### src/pcc_pkg.sv
// shared types, constants and helpers for the pretrigger crash capture block
`timescale 1ns / 1ps

package pcc_pkg;

  localparam int          DEPTH_DEFAULT    = 10;
  localparam int          THRESH_W         = 15;
  localparam int          SAMPLE_W         = 16;
  localparam int          NUM_W            = 4;
  localparam logic [14:0] THRESH_RESET     = 15'd2000;

  // one stored three-axis reading
  typedef struct packed {
    logic signed [15:0] x;
    logic signed [15:0] y;
    logic signed [15:0] z;
  } reading_t;

  // chain control from the sequencer to the cells
  typedef struct packed {
    logic shift;   // new sample enters at the head
    logic rotate;  // tail wraps back to the head
  } chain_ctl_t;

  // 17-bit magnitude, so -32768 gives 32768
  function automatic logic [16:0] mag17(input logic signed [15:0] v);
    logic signed [16:0] e;
    e = 17'(v);
    return v[15] ? 17'(-e) : 17'(e);
  endfunction

endpackage

### src/pcc_in_if.sv
// sample input channel: valid, ready and one three-axis sample
`timescale 1ns / 1ps

interface pcc_in_if;
  logic               valid;
  logic               ready;
  logic signed [15:0] x_sample;
  logic signed [15:0] y_sample;
  logic signed [15:0] z_sample;

  modport source(output valid, output x_sample, output y_sample, output z_sample,
                 input ready);
  modport sink(input valid, input x_sample, input y_sample, input z_sample,
               output ready);
endinterface

### src/pcc_out_if.sv
// result channel: valid, ready and one dumped or echoed reading
`timescale 1ns / 1ps

interface pcc_out_if;
  logic               valid;
  logic               ready;
  logic               crash_alarm;
  logic [3:0]         reading_number;
  logic signed [15:0] hist_x;
  logic signed [15:0] hist_y;
  logic signed [15:0] hist_z;
  logic               last_of_run;

  modport source(output valid, output crash_alarm, output reading_number,
                 output hist_x, output hist_y, output hist_z, output last_of_run,
                 input ready);
  modport sink(input valid, input crash_alarm, input reading_number,
               input hist_x, input hist_y, input hist_z, input last_of_run,
               output ready);
endinterface

### src/pcc_cell.sv
// one history cell: holds a reading and takes its neighbor's on each move
`timescale 1ns / 1ps

module pcc_cell (
  input  logic                clk,
  input  logic                rst_n,
  input  pcc_pkg::chain_ctl_t ctl,
  input  pcc_pkg::reading_t   d,
  output pcc_pkg::reading_t   q
);
  import pcc_pkg::*;

  reading_t data_r;

  // history is cleared to zero at reset
  always_ff @(posedge clk) begin
    if (!rst_n) begin
      data_r <= '0;
    end else if (ctl.shift || ctl.rotate) begin
      data_r <= d;
    end
  end

  assign q = data_r;
endmodule

### src/pcc_chain.sv
// row of history cells, newest at the head, oldest at the tail
`timescale 1ns / 1ps

module pcc_chain #(
  parameter int DEPTH = pcc_pkg::DEPTH_DEFAULT
) (
  input  logic                clk,
  input  logic                rst_n,
  input  pcc_pkg::chain_ctl_t ctl,
  input  pcc_pkg::reading_t   new_reading,
  output pcc_pkg::reading_t   tail
);
  import pcc_pkg::*;

  reading_t taps [DEPTH];
  reading_t head_in;

  // head takes the new sample, or the tail while the dump rotates the row
  assign head_in = ctl.rotate ? taps[DEPTH-1] : new_reading;

  // cells, each fed by its upstream neighbor
  for (genvar i = 0; i < DEPTH; i++) begin : g_cell
    if (i == 0) begin : g_head
      pcc_cell u_cell (.clk(clk), .rst_n(rst_n), .ctl(ctl), .d(head_in), .q(taps[i]));
    end else begin : g_body
      pcc_cell u_cell (.clk(clk), .rst_n(rst_n), .ctl(ctl), .d(taps[i-1]), .q(taps[i]));
    end
  end

  assign tail = taps[DEPTH-1];
endmodule

### src/pretrigger_crash_capture.sv
// top level: threshold trigger, dump sequencer and output register over the history row
// echo: a quiet sample's echo beat is registered and appears in the cycle after acceptance
// dump: a crash moves the sequencer into the dump state, then one beat per cycle while the output is not stalled
// throughput: 1 sample per cycle when quiet and the output is not stalled; a crash refuses the input
//   for the whole dump, while the cell row rotates one place per dump beat
// reset: synchronous active-low rst_n zeroes the history, threshold returns to 2000
`timescale 1ns / 1ps

module pretrigger_crash_capture #(
  parameter int HISTORY_DEPTH = pcc_pkg::DEPTH_DEFAULT
) (
  input  logic        clk,
  input  logic        rst_n,
  pcc_in_if.sink      in_chan,
  pcc_out_if.source   out_chan,
  input  logic        cfg_we,
  input  logic [14:0] cfg_wdata
);
  import pcc_pkg::*;

  localparam int             CW       = $clog2(HISTORY_DEPTH);
  localparam logic [CW-1:0]  LAST_IDX = CW'(HISTORY_DEPTH - 1);
  localparam logic           ST_IDLE  = 1'b0;
  localparam logic           ST_DUMP  = 1'b1;

  logic               state_r, state_nxt;
  logic [CW-1:0]      cnt_r, cnt_nxt;
  logic [14:0]        thresh_r;
  logic               out_valid_r, out_valid_nxt;
  logic               alarm_r, alarm_nxt;
  logic [3:0]         num_r, num_nxt;
  reading_t           data_r, data_nxt;
  logic               last_r, last_nxt;

  logic               out_free;
  logic               in_ready;
  logic               in_fire;
  logic               dump_step;
  logic               crash;
  reading_t           sample;
  reading_t           tail;
  chain_ctl_t         ctl;

  // threshold register
  always_ff @(posedge clk) begin
    if (!rst_n) begin
      thresh_r <= THRESH_RESET;
    end else if (cfg_we) begin
      thresh_r <= cfg_wdata;
    end
  end

  // handshake
  assign out_free  = !out_valid_r || out_chan.ready;
  assign in_ready  = (state_r == ST_IDLE) && out_free;
  assign in_fire   = in_chan.valid && in_ready;
  assign dump_step = (state_r == ST_DUMP) && out_free;
  assign in_chan.ready = in_ready;

  // trigger on |x| or |y| strictly above threshold
  assign sample.x = in_chan.x_sample;
  assign sample.y = in_chan.y_sample;
  assign sample.z = in_chan.z_sample;
  assign crash = (mag17(sample.x) > {2'b00, thresh_r}) ||
                 (mag17(sample.y) > {2'b00, thresh_r});

  // history row
  assign ctl.shift  = in_fire;
  assign ctl.rotate = dump_step;

  pcc_chain #(.DEPTH(HISTORY_DEPTH)) u_chain (
    .clk        (clk),
    .rst_n      (rst_n),
    .ctl        (ctl),
    .new_reading(sample),
    .tail       (tail)
  );

  // dump sequencer and output register next values
  always_comb begin
    state_nxt     = state_r;
    cnt_nxt       = cnt_r;
    out_valid_nxt = out_valid_r && !out_chan.ready;
    alarm_nxt     = alarm_r;
    num_nxt       = num_r;
    data_nxt      = data_r;
    last_nxt      = last_r;
    case (state_r)
      ST_IDLE: begin
        if (in_fire) begin
          if (crash) begin
            state_nxt = ST_DUMP;
            cnt_nxt   = '0;
          end else begin
            out_valid_nxt = 1'b1;
            alarm_nxt     = 1'b0;
            num_nxt       = '0;
            data_nxt      = sample;
            last_nxt      = 1'b1;
          end
        end
      end
      ST_DUMP: begin
        if (dump_step) begin
          out_valid_nxt = 1'b1;
          alarm_nxt     = 1'b1;
          num_nxt       = 4'(cnt_r) + 4'd1;
          data_nxt      = tail;
          last_nxt      = (cnt_r == LAST_IDX);
          if (cnt_r == LAST_IDX) begin
            state_nxt = ST_IDLE;
          end else begin
            cnt_nxt = cnt_r + CW'(1);
          end
        end
      end
      default: begin
        state_nxt = ST_IDLE;
      end
    endcase
  end

  // control registers
  always_ff @(posedge clk) begin
    if (!rst_n) begin
      state_r     <= ST_IDLE;
      cnt_r       <= '0;
      out_valid_r <= 1'b0;
    end else begin
      state_r     <= state_nxt;
      cnt_r       <= cnt_nxt;
      out_valid_r <= out_valid_nxt;
    end
  end

  // payload registers
  always_ff @(posedge clk) begin
    alarm_r <= alarm_nxt;
    num_r   <= num_nxt;
    data_r  <= data_nxt;
    last_r  <= last_nxt;
  end

  assign out_chan.valid          = out_valid_r;
  assign out_chan.crash_alarm    = alarm_r;
  assign out_chan.reading_number = num_r;
  assign out_chan.hist_x         = data_r.x;
  assign out_chan.hist_y         = data_r.y;
  assign out_chan.hist_z         = data_r.z;
  assign out_chan.last_of_run    = last_r;
endmodule

### src/flat_wrapper.sv
// flat-port wrapper written by rule: the top's interface ports become plain ports
module pretrigger_crash_capture_flat import pcc_pkg::*;
#(
  parameter int HISTORY_DEPTH = pcc_pkg::DEPTH_DEFAULT
)
  (clk, rst_n, cfg_we, cfg_wdata, in_chan_valid, in_chan_x_sample, in_chan_y_sample, in_chan_z_sample, in_chan_ready, out_chan_valid, out_chan_crash_alarm, out_chan_reading_number, out_chan_hist_x, out_chan_hist_y, out_chan_hist_z, out_chan_last_of_run, out_chan_ready);
  pcc_in_if in_chan_i ();
  pcc_out_if out_chan_i ();
  input  logic clk;
  input  logic rst_n;
  input  logic cfg_we;
  input  logic [14:0] cfg_wdata;
  input wire logic [$bits(in_chan_i.valid)-1:0] in_chan_valid;
  input wire logic [$bits(in_chan_i.x_sample)-1:0] in_chan_x_sample;
  input wire logic [$bits(in_chan_i.y_sample)-1:0] in_chan_y_sample;
  input wire logic [$bits(in_chan_i.z_sample)-1:0] in_chan_z_sample;
  output wire logic [$bits(in_chan_i.ready)-1:0] in_chan_ready;
  output wire logic [$bits(out_chan_i.valid)-1:0] out_chan_valid;
  output wire logic [$bits(out_chan_i.crash_alarm)-1:0] out_chan_crash_alarm;
  output wire logic [$bits(out_chan_i.reading_number)-1:0] out_chan_reading_number;
  output wire logic [$bits(out_chan_i.hist_x)-1:0] out_chan_hist_x;
  output wire logic [$bits(out_chan_i.hist_y)-1:0] out_chan_hist_y;
  output wire logic [$bits(out_chan_i.hist_z)-1:0] out_chan_hist_z;
  output wire logic [$bits(out_chan_i.last_of_run)-1:0] out_chan_last_of_run;
  input wire logic [$bits(out_chan_i.ready)-1:0] out_chan_ready;
  assign in_chan_i.valid = in_chan_valid;
  assign in_chan_i.x_sample = in_chan_x_sample;
  assign in_chan_i.y_sample = in_chan_y_sample;
  assign in_chan_i.z_sample = in_chan_z_sample;
  assign in_chan_ready = in_chan_i.ready;
  assign out_chan_valid = out_chan_i.valid;
  assign out_chan_crash_alarm = out_chan_i.crash_alarm;
  assign out_chan_reading_number = out_chan_i.reading_number;
  assign out_chan_hist_x = out_chan_i.hist_x;
  assign out_chan_hist_y = out_chan_i.hist_y;
  assign out_chan_hist_z = out_chan_i.hist_z;
  assign out_chan_last_of_run = out_chan_i.last_of_run;
  assign out_chan_i.ready = out_chan_ready;
  pretrigger_crash_capture #(.HISTORY_DEPTH(HISTORY_DEPTH)) u_core (.clk(clk), .rst_n(rst_n), .in_chan(in_chan_i), .out_chan(out_chan_i), .cfg_we(cfg_we), .cfg_wdata(cfg_wdata));
endmodule
### config.mk
export PLATFORM = sky130hd
export DESIGN_NAME = pretrigger_crash_capture_flat
export DESIGN_NICKNAME = d
export VERILOG_FILES = /design/src/pcc_pkg.sv /design/src/pcc_in_if.sv /design/src/pcc_out_if.sv /design/src/pcc_cell.sv /design/src/pcc_chain.sv /design/src/pretrigger_crash_capture.sv /design/src/flat_wrapper.sv
export SDC_FILE = /design/constraint.sdc
export NUM_CORES = 1
export LEC_CHECK = 0
export ABC_AREA = 1
export ABC_CLOCK_PERIOD_IN_PS = 16100
export BUFFER_PORTS_ARGS = -buffer_cell sky130_fd_sc_hd__buf_2
export CAP_MARGIN = 20
export CELL_PAD_IN_SITES_DETAIL_PLACEMENT = 1
export CELL_PAD_IN_SITES_GLOBAL_PLACEMENT = 1
export CORE_UTILIZATION = 37
export DETAILED_ROUTE_END_ITERATION = 10
export PLACE_DENSITY_LB_ADDON = 0.12
export SLEW_MARGIN = 20
export SYNTH_ARGS = -nofsm -noshare
export SYNTH_HDL_FRONTEND = slang
export SYNTH_SLANG_ARGS = --single-unit
### constraint.sdc
create_clock -name clk -period 16.1 [get_ports clk]
set_input_delay 2.415 -clock clk [delete_from_list [all_inputs] [get_ports clk]]
set_output_delay 2.415 -clock clk [all_outputs]
set_load 0.02 [all_outputs]
==> results of run 1 <==
cell type report:
type | instances | area (um2)
fill | 6966 | 33260
sequential | 555 | 11650
multi-input combinational | 1450 | 7473
inverter | 498 | 1869
clock buffer | 80 | 1647
tap | 765 | 957.2
timing repair buffer | 137 | 755.7
clock inverter | 25 | 297.8
stage by stage:
step / hold WS (ns) / cells / cell area [um2]
6_report: 0.4394 / 3510 / 24650
5_1_grt: 0.4562 / 3510 / 24650
4_1_cts: 0.4427 / 3510 / 24650
3_5_place_dp: 0.4335 / 3405 / 22710
3_3_place_gp: 0.4286 / 3405 / 22710
2_1_floorplan: 0.4205 / 2692 / 21770
state kept, by name (all words and copies together) (netlist names):
signal and cells:
u_core.state_r 1, u_core.out_chan.hist_x 16, u_core.out_chan.hist_z 16, u_core.u_chain.g_cell.g_body.u_cell.q 432
u_core.out_chan.crash_alarm 1, u_core.out_chan.valid 1, u_core.out_chan.reading_number 4, u_core.cnt_r 4
u_core.out_chan.last_of_run 1, u_core.thresh_r 15, u_core.out_chan.hist_y 16, u_core.u_chain.g_cell.g_head.u_cell.q 48
critical path, stage by stage:
cell     delay (ns)
buf_2          0.10
inv_1          0.11
ha_1           0.17
inv_1          0.04
nor2_1         0.17
nand3_1        0.12
nor3_1         0.25
nand3_1        0.12
nand2_1        0.14
nand2_1        0.08
xor2_1         0.15
ha_1           0.30
nand2_1        0.07
nor2_1         0.23
nand2_1        0.08
nor3_1         0.13
o21ai_1        0.11
nand2_2        0.12
nand2_1        0.12
a21oi_4        0.58
buf_4          0.51
cell usage after synthesis, drive strengths merged:
library cell / count / area share
a211oi: 27 / 0.0093
a21o: 1 / 0.00034
a21oi: 536 / 0.12
a31oi: 1 / 0.00029
buf: 73 / 0.017
clkbuf: 116 / 0.020
clkinv: 2 / 0.00034
dfxtp: 501 / 0.46
edfxtp: 54 / 0.074
ha: 34 / 0.020
inv: 496 / 0.086
nand2: 140 / 0.024
nand3: 37 / 0.0097
nand4: 3 / 0.00086
nor2: 121 / 0.022
nor3: 7 / 0.0021
nor4: 1 / 0.00029
o211ai: 2 / 0.00069
o21ai: 512 / 0.12
o22ai: 1 / 0.00029
or3: 1 / 0.00029
xnor2: 1 / 0.00040
xor2: 25 / 0.010
per-layer routing:
layer | up-vias | global-route usage
met2 | 158 | 0.3047
met5 | - | 0
met4 | 0 | 0.04485
met1 | 8095 | 0.2636
met3 | 68 | 0.02809
li1 | 8753 | -
path summary, 6_finish.rpt:
check | startpoint | to | cells past startpoint
setup / recovery | in_chan_x_sample[1] | u_core.out_chan.hist_z[11]$_DFFE_PP_ | 21
hold / removal | u_core.u_chain.g_cell[4].g_body.u_cell.q[11]$_SDFFE_PN0P_ | u_core.u_chain.g_cell[4].g_body.u_cell.q[11]$_SDFFE_PN0P_ | 2
setup reg to reg | u_core.out_chan.valid$_SDFF_PN0_ | u_core.u_chain.g_cell[0].g_head.u_cell.q[40]$_SDFFE_PN0P_ | 10
hold reg to reg | u_core.u_chain.g_cell[4].g_body.u_cell.q[11]$_SDFFE_PN0P_ | u_core.u_chain.g_cell[4].g_body.u_cell.q[11]$_SDFFE_PN0P_ | 2
cell families (layout without fill, tap and decap cells):
| logic type | Yosys count | after routing |
|---|---|---|
| and+or+nand+nor | 310 | 310 |
| adders and majority gates | 34 | 34 |
| buffers and inverters | 687 | 740 |
| AOI/OAI and AO/OA | 1080 | 1080 |
| xor gates and xnor gates | 26 | 26 |
| DFF | 555 | 555 |
where the power goes:
part / internal, uW / switching, uW
sequential: 1590 / 90.0
combinational: 159 / 371
clock: 796 / 561
==> impl_metrics.csv, run 1 <==
group,metric,value,unit
timing,final-setup-viol-count,0,
synthesis,muxShareOfSynthArea,0,
die,core,0.05792,mm2
global_routing,grt_max_degree,289,
route,firstDrtPassIters,4,
timing,fmax,169.2,MHz
pwr,p_total,3564,uW
worst_setup_path,cp.required,16.35,ns
die,die_x,244.6,um
global_routing,antenna_found_initial,5,
timing,period_share,0.3671,
synthesis,synth_top_family_by_area,"compound AO/OA/AOI/OAI gates",
worst_setup_path,arrival,6.16,ns
route,ant_nets,0,
timing,slew_headroom,0.2105,
cells_and_area,final_net_count,2802,
cts,root_buffer,"clkbuf_16",
flow_run,drv_cap,0,
die,std_cell_rows,88,
cts,path_clk_slew,0.06,ns
timing,clock_skew,0.03354,ns
global_routing,gr-total-overflow,0,
synthesis,synth_simple_gate_area_frac,0.05960,
synthesis,syn-num-nets,2794,
synthesis,synth_area_per_cell,8.087,um2
synthesis,synth.distinct_cells,34,
die,start_util,0.3759,
worst_setup_path,startpoint_type,"input pin",
timing,rsz0062_at_grt,"false",
worst_hold_path,hold_path.class,"flip-flop to flip-flop",
pwr,p_per_area,144.6,mW/mm2
placement,io_buffers,123,
synthesis,synthCells,2692,
route,routedWlPerCell,16.07,um
synthesis,synth-xor-area-share,0.01046,
cts,cts_max_level,2,
placement,dp_hpwl,37450,um
outcome,status,"finished clean",
cts,cts_sinks,555,
worst_setup_path,cp-end-kind,"flip-flop",
timing,min_period,5.910,ns
die,die_area,0.05981,mm2
route,wl,56420,um
synthesis,synth_fa_ha_area_frac,0.01954,
die,ios,124,
timing,tns,0,ns
global_routing,gr-usage-all-layers,0.1887,
synthesis,ys_ff_latch,555,
synthesis,yosysSeqAreaShare,0.5352,
timing,tightestPinTransition,1.184,ns
synthesis,synth_compound_area_frac,0.2527,
cts,cts_hold_buf,0,
route,wl_met2,25440,um
timing,timing_max_transition_violations_final,0,
route,routed.top_layer,"met4",
pwr,ir_drop,0.08603,mV
worst_setup_path,cp_max_fo,36,
synthesis,syn-cell-area,0.02177,mm2
worst_setup_path,r2r_slack,12.32,ns
pwr,p_leak,0.009699,uW
route,vias,17070,
placement,routabilityCongestion,0.8713,
cells_and_area,mostFrequentLayoutCells,"a21oi_1 (531), o21ai_0 (510), dfxtp_1 (500)",
cells_and_area,final_common_cell,"a21oi_1",
cts,cts_buffer_depth,3,
global_routing,grt_pass1_vias,16890,
cells_and_area,utilization,0.4257,
route,drc,0,
global_routing,grt_pass1_wl,91340,um
cells_and_area,area_growth,13.24,%
cts,worstSkewPairLatency,0.63,ns
route,routed_via_density,4.864,
cells_and_area,drive_gt1_frac,0.09326,
route,first_iter_violations,936,
placement,dp_slack,9.559,ns
route,met3_wirelength,1571,um
die,die_h,244.6,um
route,wl_met1,28460,um
timing,hold_viol_final,0,
cts,cts_resized,0,
cts,cts_tree,"done",
synthesis,yosysWarnings,0,
worst_setup_path,critical_path_class,"input pin to flip-flop",
cts,post-cts-setup-buffer-count,0,
cts,numCtsBuffers,58,
timing,timing.final.ws_setup,10.19,ns
cells_and_area,diodes,0,
No activity file was read; power rests on OpenSTA's default activity.
==> run 2: changes to the inputs <==
- ABC_CLOCK_PERIOD_IN_PS: 16100 -> 4800
- clock period: 16.1 -> 4.8 ns (I/O delays scaled with it)
==> run 2 against run 1 <==
Hold slack got worse by 0.12 ns. Register-to-register slack got worse by 11 ns. Wire length increased by 3.2%. First-iteration DRC count decreased by 8.0%. Largest power group unchanged. Utilization increased by 0.26 points. Cell count increased by 0.23%. Critical endpoint is now u_core.out_chan.hist_x[2]$_DFFE_PP_. Total power increased to 3.4 times the previous value. Clock-buffer cell count increased by 14. Highest routed layer unchanged.
==> impl_metrics.csv, run 2 (synthesized netlist as in run 1, its figures left out) <==
group,metric,value,unit
outcome,status,"finished clean",
die,ios,124,
flow_run,drv_cap,0,
pwr,p_clk_frac,0.388,
die,start_util,0.3759,
pwr,p_leak,0.009765,uW
timing,holdWs,0.3196,ns
route,ant_nets,0,
cts,cts_max_level,2,
worst_setup_path,r2r_start,"u_core.state_r$_SDFF_PN0_",
pwr,switching_power,3458,uW
worst_hold_path,worstHoldPathCells,3,
worst_hold_path,hold_start,"cfg_wdata[8]",
pwr,seqPwrFrac,0.463,
cells_and_area,multi_input_area,0.007473,mm2
pwr,p_total,12140,uW
cts,cts_sinks,555,
die,std_cell_rows,88,
timing,clock_skew,0.02258,ns
timing,min_period,3.665,ns
worst_setup_path,arrival,3.94,ns
cts,numCtsBuffers,61,
route,wl,58210,um
die,die_area,0.05981,mm2
cells_and_area,fillers,6950,
placement,routabilityCongestion,0.8847,
pwr,p_per_area,489.3,mW/mm2
worst_setup_path,r2r_slack,1.80,ns
global_routing,gr-usage-all-layers,0.1941,
timing,tns,0,ns
pwr,ir_drop,0.3162,mV
cells_and_area,largest_register_ffs,432,
worst_hold_path,hold-path-endpoint,"u_core.thresh_r[8]$_SDFFE_PN1P_",
cells_and_area,mostFrequentLayoutCells,"a21oi_1 (531), o21ai_0 (510), dfxtp_1 (500)",
timing,period_share,0.7636,
pwr,p_comb_frac,0.149,
cts,cts_buffer_depth,3,
timing,timing_max_transition_violations_final,0,
route,firstDrtPassIters,5,
global_routing,antenna_found_initial,2,
cts,cts_resized,0,
global_routing,gr-total-overflow,0,
cells_and_area,drive_gt1_frac,0.09444,
cells_and_area,design_area,0.02481,mm2
timing,slew_headroom,0.3167,
cells_and_area,area_growth,13.94,%
worst_setup_path,startpoint_type,"input pin",
cts,cts_tree,"done",
timing,rsz0062_at_grt,"false",
route,routed_via_density,4.878,
cts,worstSkewPairLatency,0.63,ns
cells_and_area,regArea,0.01165,mm2
route,first_iter_violations,861,
worst_setup_path,worstRegToRegCells,4,
pwr,p_sw_frac,0.2849,
route,routedWlPerCell,16.55,um
worst_hold_path,hold_path.class,"input pin to flip-flop",
worst_setup_path,cp_max_fo,23,
worst_setup_path,cp.required,5.07,ns
route,vias,17160,
placement,io_buffers,123,
worst_setup_path,cp-end-kind,"flip-flop",
global_routing,grt_pass1_vias,17030,
cts,post-cts-setup-buffer-count,0,
die,die_h,244.6,um
timing,hold_viol_final,0,
cts,cts_hold_buf,0,
global_routing,grt_max_degree,234,
pwr,internal_power,8680,uW
cts,root_buffer,"clkbuf_16",
timing,tightestPinTransition,1.021,ns
cells_and_area,final_common_cell,"a21oi_1",
timing,final-setup-viol-count,0,
route,drc,0,
cells_and_area,final_net_count,2809,
die,core,0.05792,mm2
die,die_x,244.6,um
worst_setup_path,rr_endpoint,"u_core.out_chan.hist_x[14]$_DFFE_PP_",
cts,path_clk_slew,0.06,ns
global_routing,grt_pass1_wl,93740,um
worst_setup_path,critical_path_class,"input pin to flip-flop",
placement,place_area,0.02278,mm2
timing,fmax,272.8,MHz
cells_and_area,diodes,0,
placement,dp_hpwl,38730,um
-- run 2: cell count changes in the layout (fill, tap and decap cells not counted), sizes merged --
cell	before	now
clkbuf	80	94
clkinv	17	8
bufinv	5	4
buf	137	141
-- run 2: cell type report --
class | count | area share
clock buffers | 94 | 0.07344
clock inverters | 15 | 0.008373
inverters | 498 | 0.07536
multi-input cells | 1450 | 0.3013
flip-flops and latches | 555 | 0.4698
well taps | 765 | 0.03859
repair buffers | 141 | 0.03319
-- run 2: worst max path at each step --
stage / start / cells after the start / to
after floorplan: in_chan_y_sample[1] / 20 / u_core.out_chan.crash_alarm$_DFFE_PP_
after CTS: in_chan_x_sample[1] / 21 / u_core.out_chan.hist_x[2]$_DFFE_PP_
final: in_chan_x_sample[1] / 21 / u_core.out_chan.hist_x[2]$_DFFE_PP_
after detailed placement: in_chan_x_sample[1] / 21 / u_core.out_chan.hist_x[0]$_DFFE_PP_
after global placement: in_chan_y_sample[0] / 22 / u_core.out_chan.hist_x[0]$_DFFE_PP_
after global routing: in_chan_x_sample[1] / 21 / u_core.out_chan.hist_z[10]$_DFFE_PP_
-- run 2: stage by stage --
step / util / setup slack, ns / std cells
global route: 0.4283 / 0.8573 / 3518
global placement: 0.3933 / 0.6680 / 3409
CTS: 0.4283 / 1.127 / 3518
finish: 0.4283 / 1.135 / 3518
detailed placement: 0.3933 / 0.4545 / 3409
floorplan: - / 0.01997 / 2692
-- run 2: critical path, stage by stage --
cell     delay, ns
buf_2         0.11
inv_1         0.10
ha_1          0.18
inv_1         0.04
nor2_1        0.18
nand3_1       0.13
nor3_1        0.22
nand3_1       0.10
nand2_1       0.13
nand2_1       0.08
xor2_1        0.16
ha_1          0.31
nand2_1       0.08
nor2_1        0.23
nand2_1       0.08
nor3_1        0.17
o21ai_1       0.13
nand2_2       0.14
nand2_1       0.12
a21oi_4       0.14
buf_4         0.37
-- run 2: power by group through the flow --
stage	Sequential [uW]	Combinational [uW]	Clock [uW]
final	5620	1810	4710
after global routing	5700	2080	5040
after CTS	5630	1840	4850
after detailed placement	5720	1830	0
after global placement	5700	1780	0
after floorplan	5700	1250	0
-- run 2: routing by layer --
metal / up-vias / global-route usage / routed length, um
met5: - / 0 / 0
met4: 0 / 0.05129 / 1032
met3: 75 / 0.02381 / 1487
met2: 156 / 0.3130 / 26270
met1: 8163 / 0.2729 / 29420
li1: 8767 / - / -
